### src/sv/tcce_pkg.sv
package tcce_pkg;

	// Default screen geometry and tab stop spacing.
	localparam int COLUMNS_DEF   = 80;
	localparam int ROWS_DEF      = 25;
	localparam int TAB_WIDTH_DEF = 8;

	// Port field widths.
	localparam int FUNC_W = 2;
	localparam int CHAR_W = 8;
	localparam int RROW_W = 5;
	localparam int RCOL_W = 7;
	localparam int OCOL_W = 7;
	localparam int OROW_W = 5;
	localparam int IDX_W  = 11;
	localparam int CELL_W = 16;
	localparam int ATTR_W = 8;

	// Configuration port geometry and register map.
	localparam int PADDR_W = 3;
	localparam int PDATA_W = 32;
	localparam logic [PADDR_W-3:0] REG_ATTR = '0;

	// Operation codes.
	localparam logic [FUNC_W-1:0] FUNC_PUT   = 2'd0;
	localparam logic [FUNC_W-1:0] FUNC_CLEAR = 2'd1;
	localparam logic [FUNC_W-1:0] FUNC_READ  = 2'd2;

	// Character codes with special handling.
	localparam logic [CHAR_W-1:0] CH_BS    = 8'h08;
	localparam logic [CHAR_W-1:0] CH_TAB   = 8'h09;
	localparam logic [CHAR_W-1:0] CH_LF    = 8'h0A;
	localparam logic [CHAR_W-1:0] CH_CR    = 8'h0D;
	localparam logic [CHAR_W-1:0] CH_BLANK = 8'h20;
	localparam logic [CHAR_W-1:0] CH_LAST  = 8'hFF;

	// Reset values.
	localparam logic [CELL_W-1:0] CELL_INIT  = 16'h0F20;
	localparam logic [ATTR_W-1:0] ATTR_RESET = 8'h07;

	// Kind of full-screen sweep in progress.
	typedef enum logic [1:0] {
		SWEEP_INIT,
		SWEEP_CLEAR,
		SWEEP_SCROLL
	} sweep_mode_t;

	// Controller to datapath commands.
	typedef struct packed {
		logic        accept;
		logic        exec;
		logic        sweep_run;
		sweep_mode_t sweep_mode;
	} tcce_cmd_t;

	// Datapath to controller status.
	typedef struct packed {
		logic scroll;
		logic sweep_last;
	} tcce_sts_t;

endpackage

### src/sv/tcce_ctrl.sv
module tcce_ctrl (
	input  logic                          clk,
	input  logic                          arst_n,
	input  logic                          start,
	input  logic [tcce_pkg::FUNC_W-1:0]   func,
	input  tcce_pkg::tcce_sts_t           sts,
	output tcce_pkg::tcce_cmd_t           cmd,
	output logic                          busy,
	output logic                          done
);

	typedef enum logic [1:0] {
		ST_SWEEP,
		ST_IDLE,
		ST_EXEC,
		ST_FINISH
	} state_t;

	state_t                state_q;
	tcce_pkg::sweep_mode_t mode_q;
	logic                  busy_q;
	logic                  done_q;
	logic                  accept;

	assign accept = (state_q == ST_IDLE) && start;

	// Commands follow directly from the state.
	always_comb begin
		cmd.accept     = accept;
		cmd.exec       = (state_q == ST_EXEC);
		cmd.sweep_run  = (state_q == ST_SWEEP);
		cmd.sweep_mode = mode_q;
	end

	// Sequencer: reset runs the initial clearing sweep before the first beat.
	always_ff @(posedge clk or negedge arst_n) begin
		if (!arst_n) begin
			state_q <= ST_SWEEP;
			mode_q  <= tcce_pkg::SWEEP_INIT;
			busy_q  <= 1'b1;
			done_q  <= 1'b0;
		end else begin
			done_q <= 1'b0;
			case (state_q)
				ST_IDLE: begin
					if (accept) begin
						busy_q <= 1'b1;
						if (func == tcce_pkg::FUNC_CLEAR) begin
							state_q <= ST_SWEEP;
							mode_q  <= tcce_pkg::SWEEP_CLEAR;
						end else begin
							state_q <= ST_EXEC;
						end
					end
				end
				ST_EXEC: begin
					if (sts.scroll) begin
						state_q <= ST_SWEEP;
						mode_q  <= tcce_pkg::SWEEP_SCROLL;
					end else begin
						state_q <= ST_IDLE;
						busy_q  <= 1'b0;
						done_q  <= 1'b1;
					end
				end
				ST_SWEEP: begin
					if (sts.sweep_last) begin
						state_q <= ST_FINISH;
					end
				end
				ST_FINISH: begin
					// The last sweep write lands in this cycle.
					state_q <= ST_IDLE;
					busy_q  <= 1'b0;
					done_q  <= (mode_q != tcce_pkg::SWEEP_INIT);
				end
				default: begin
					state_q <= ST_IDLE;
					busy_q  <= 1'b0;
				end
			endcase
		end
	end

	assign busy = busy_q;
	assign done = done_q;

endmodule

### config.mk
export PLATFORM = sky130hd
export DESIGN_NAME = tcce_ctrl
export DESIGN_NICKNAME = d
export VERILOG_FILES = /design/src/sv/tcce_pkg.sv /design/src/sv/tcce_ctrl.sv
export SDC_FILE = /design/constraint.sdc
export NUM_CORES = 1
export LEC_CHECK = 0
export CAP_MARGIN = 40
export CORE_MARGIN = 10
export CORE_UTILIZATION = 25
export CTS_CLUSTER_SIZE = 8
export DETAILED_ROUTE_END_ITERATION = 7
export DONT_BUFFER_PORTS = 1
export GPL_TIMING_DRIVEN = 0
export PLACE_DENSITY = 0.43
export SLEW_MARGIN = 20
export SYNTH_ARGS = -nofsm -noshare
export SYNTH_HDL_FRONTEND = slang
export SYNTH_SLANG_ARGS = --single-unit
export TNS_END_PERCENT = 10
### constraint.sdc
create_clock -name clk -period 2.95 [get_ports clk]
set_clock_uncertainty 0.05 [all_clocks]
set_input_delay 0.1475 -clock clk [delete_from_list [all_inputs] [get_ports clk]]
set_output_delay 0.1475 -clock clk [all_outputs]
set_load 0.03 [all_outputs]
==> results.sh <==
export IMPL_setup_tns_final_ns=0
export IMPL_cp_max_fo=4
export IMPL_fin_ws_ns=1.249
export IMPL_syn_to_final_growth_pct=17.76
export IMPL_dp_cells=59
export IMPL_track_usage_pct=6.785
export IMPL_cp_slowest_stage_delay_ns=0.47
export IMPL_hold_violations=0
export IMPL_startpoint_type="flip-flop"
export IMPL_critPathCaptureType="flip-flop"
export IMPL_power_density_nw_per_um2=1195
export IMPL_syn_cell_area_um2=436.7
export IMPL_cts_max_level=1
export IMPL_ys_seq_area_share_pct=34.67
export IMPL_core_um2=1689
export IMPL_grt_pass1_wl_mm=1.869
export IMPL_final_cells=66
export IMPL_post_route_drc_count=0
export IMPL_fp_dieW_um=61.80
export IMPL_status="finished, final reports clean"
export IMPL_clk_pin_slew_ns=0.05
export IMPL_synth_nets=54
export IMPL_fin_util_pct=30.44
export IMPL_min_from="sts[1]"
export IMPL_nNetsFinal=62
export IMPL_antenna_left=0
export IMPL_synth_area_top_cells="dfrtp_1 (29%), ha_1 (14%), dfstp_2 (6.0%)"
export IMPL_synth_area_leader_cell="dfrtp_1"
export IMPL_min_period_ns=1.701
export IMPL_io_buffers=0
export IMPL_wirelength_mm=1.034
export IMPL_initial_core_util_pct=25.85
export IMPL_grt_ovfl_total=0
export IMPL_hp_class="in2reg"
export IMPL_grt_pass1_vias=367
export IMPL_routedWlPerCell_um=15.67
export IMPL_leakagePower_nw=0.2347
export IMPL_row_count=15
export IMPL_r2r_cells=5
export IMPL_postCtsSetupBuffers=0
export IMPL_clock_fmax_mhz=587.9
export IMPL_power_uw=614.6
export IMPL_tightestPinTransition_ns=0.4746
export IMPL_root_buffer="clkbuf_4"
export IMPL_cts_tree="done"
export IMPL_ys_ff_latch=6
export IMPL_antenna_found_initial=0
export IMPL_ioPinCount=14
export IMPL_detail_route_first_pass_iterations=4
export IMPL_crit_family="adder cells"
export IMPL_maxSlewHeadroom_pct=68.36
export IMPL_r2r_end="mode_q[0]"
export IMPL_antenna_cells=0
export IMPL_drv_cap=0
export IMPL_dp_slack_ns=1.234
export IMPL_arrival_ns=1.78
export IMPL_netlist_area_leader_share_pct=28.65
export IMPL_slew_viol_final=0
export IMPL_post_dp_hpwl_um=850.7
export IMPL_worstSetupPathType="reg2reg"
export IMPL_clock_latency_ns=0.25
export IMPL_vdd_drop_max_v=0.0003446
export IMPL_yosys_warnings=0
export IMPL_min_path_cells=2
export IMPL_cp_required_ns=3.03
export IMPL_die_h_um=61.80
export IMPL_regArea_um2=151.4
export IMPL_drt_initial_drc_count=8
export IMPL_multi_input_area_um2=255.2
export IMPL_syn_inst=42
export IMPL_rsz0062_at_grt="false"
export IMPL_cts_path_max_buffers=2
export IMPL_cpMaxStageDelayCell="ha_1"
export IMPL_path_cells="inv_1, ha_1, nand2b_4, nor4b_4, a311o_1"
export IMPL_crit_buf_inv=1
export IMPL_r2r_slack_ns=1.25
export IMPL_fin_crit_sh_pct=57.66
export IMPL_drive_gt1_share_pct=22.45
export IMPL_setup_viol=0
export IMPL_fillCellCount=177
export IMPL_syn_area_per_cell_um2=10.40
export IMPL_synth_distinct_cells=25
export IMPL_cts_sinks=6
export IMPL_drt_vias_per_instance=5.303
export IMPL_globalplace_congestion=0.7738
export IMPL_die_area_um2=3819
export IMPL_vias=350
export IMPL_grt_max_degree=9
export IMPL_whs_endpoint="done"
export IMPL_cts_inserted_buffers=3
export IMPL_rr_startpoint="state_q[0]"
how the worst max path moves through the flow:
| stage | startpoint | end | cells past startpoint |
|---|---|---|---|
| after detailed placement | state_q[0] | mode_q[0] | 5 |
| after global routing | state_q[0] | mode_q[0] | 5 |
| after global placement | state_q[0] | mode_q[0] | 5 |
| after CTS | state_q[0] | mode_q[0] | 5 |
| final | state_q[0] | mode_q[0] | 5 |
| after floorplan | state_q[0] | mode_q[0] | 5 |
power by group:
group / switching, mW / internal, mW
clock: 0.0335 / 0.0515
combinational: 0.185 / 0.133
sequential: 0.0833 / 0.129
total: 0.302 / 0.313
synth_stat cells:
master / n
a21boi_2: 1
a21oi_1: 4
a2bb2oi_1: 1
a311o_1: 1
a311oi_1: 1
a31o_2: 1
a31oi_1: 1
a32o_1: 1
and2_1: 1
and3b_1: 1
buf_4: 2
dfrtp_1: 5
dfstp_2: 1
ha_1: 5
inv_1: 3
inv_2: 1
mux2i_1: 1
nand2_1: 2
nand2b_1: 2
nand2b_4: 1
nand3_1: 2
nand3b_1: 1
nor2_1: 1
nor4b_4: 1
o21ai_0: 1
cell type report:
type                            count  share of cell area (%)
Multi-Input combinational cell     30                   49.64
Sequential cell                     6                   29.44
Timing Repair Buffer                3                   5.839
Clock buffer                        4                   5.109
Tap cell                           17                   4.136
Buffer                              2                   2.920
Inverter                            4                   2.920
cell usage in the layout (no fill, tap or decap), drive strengths merged, types with 2 or more instances in the layout:
cell type    instances
nand2                2
buf                  2
inv                  4
nand2b               3
dlygate4sd3          3
a21oi                4
ha                   5
clkbuf               4
dfrtp                5
nand3                2
logic make-up (layout without fill, tap and decap cells):
kind of cell             count (synthesis)  after routing  synth area share [%]
AO/OA/AOI/OAI                           12             12                 20.34
AND/OR/NAND/NOR                         12             12                 21.49
flip-flops                               6              6                 34.67
buffers and inverters                    6             13                 6.875
adder cells (fa/ha/maj)                  5              5                 14.33
multiplexers                             1              1                 2.292
through the flow:
| stage | hold slack, ns | instance area [µm²] |
|---|---|---|
| 4_1_cts | 0.07573 | 514.2 |
| 3_3_place_gp | -0.1978 | 457.9 |
| 2_1_floorplan | -0.1981 | 436.7 |
| 3_5_place_dp | -0.1978 | 457.9 |
| 6_report | 0.08169 | 514.2 |
| 5_1_grt | 0.06392 | 514.2 |
repair_timing:
| action | CTS | global route |
|---|---|---|
| hold endpoints to repair | 8 | 0 |
| hold buffers | 3 | 0 |
| gates resized for setup | 0 | 0 |
registers in the layout, summed over array words and instances (netlist names):
register	flops
done	1
mode_q	2
busy	1
state_q	2
layer usage:
metal	routed length (µm)	global-route usage, %
met4	0	3.822
met1	439	8.218
met5	0	0
met2	483	8.785
met3	110	4.268
(Power assumes the default switching activity.)
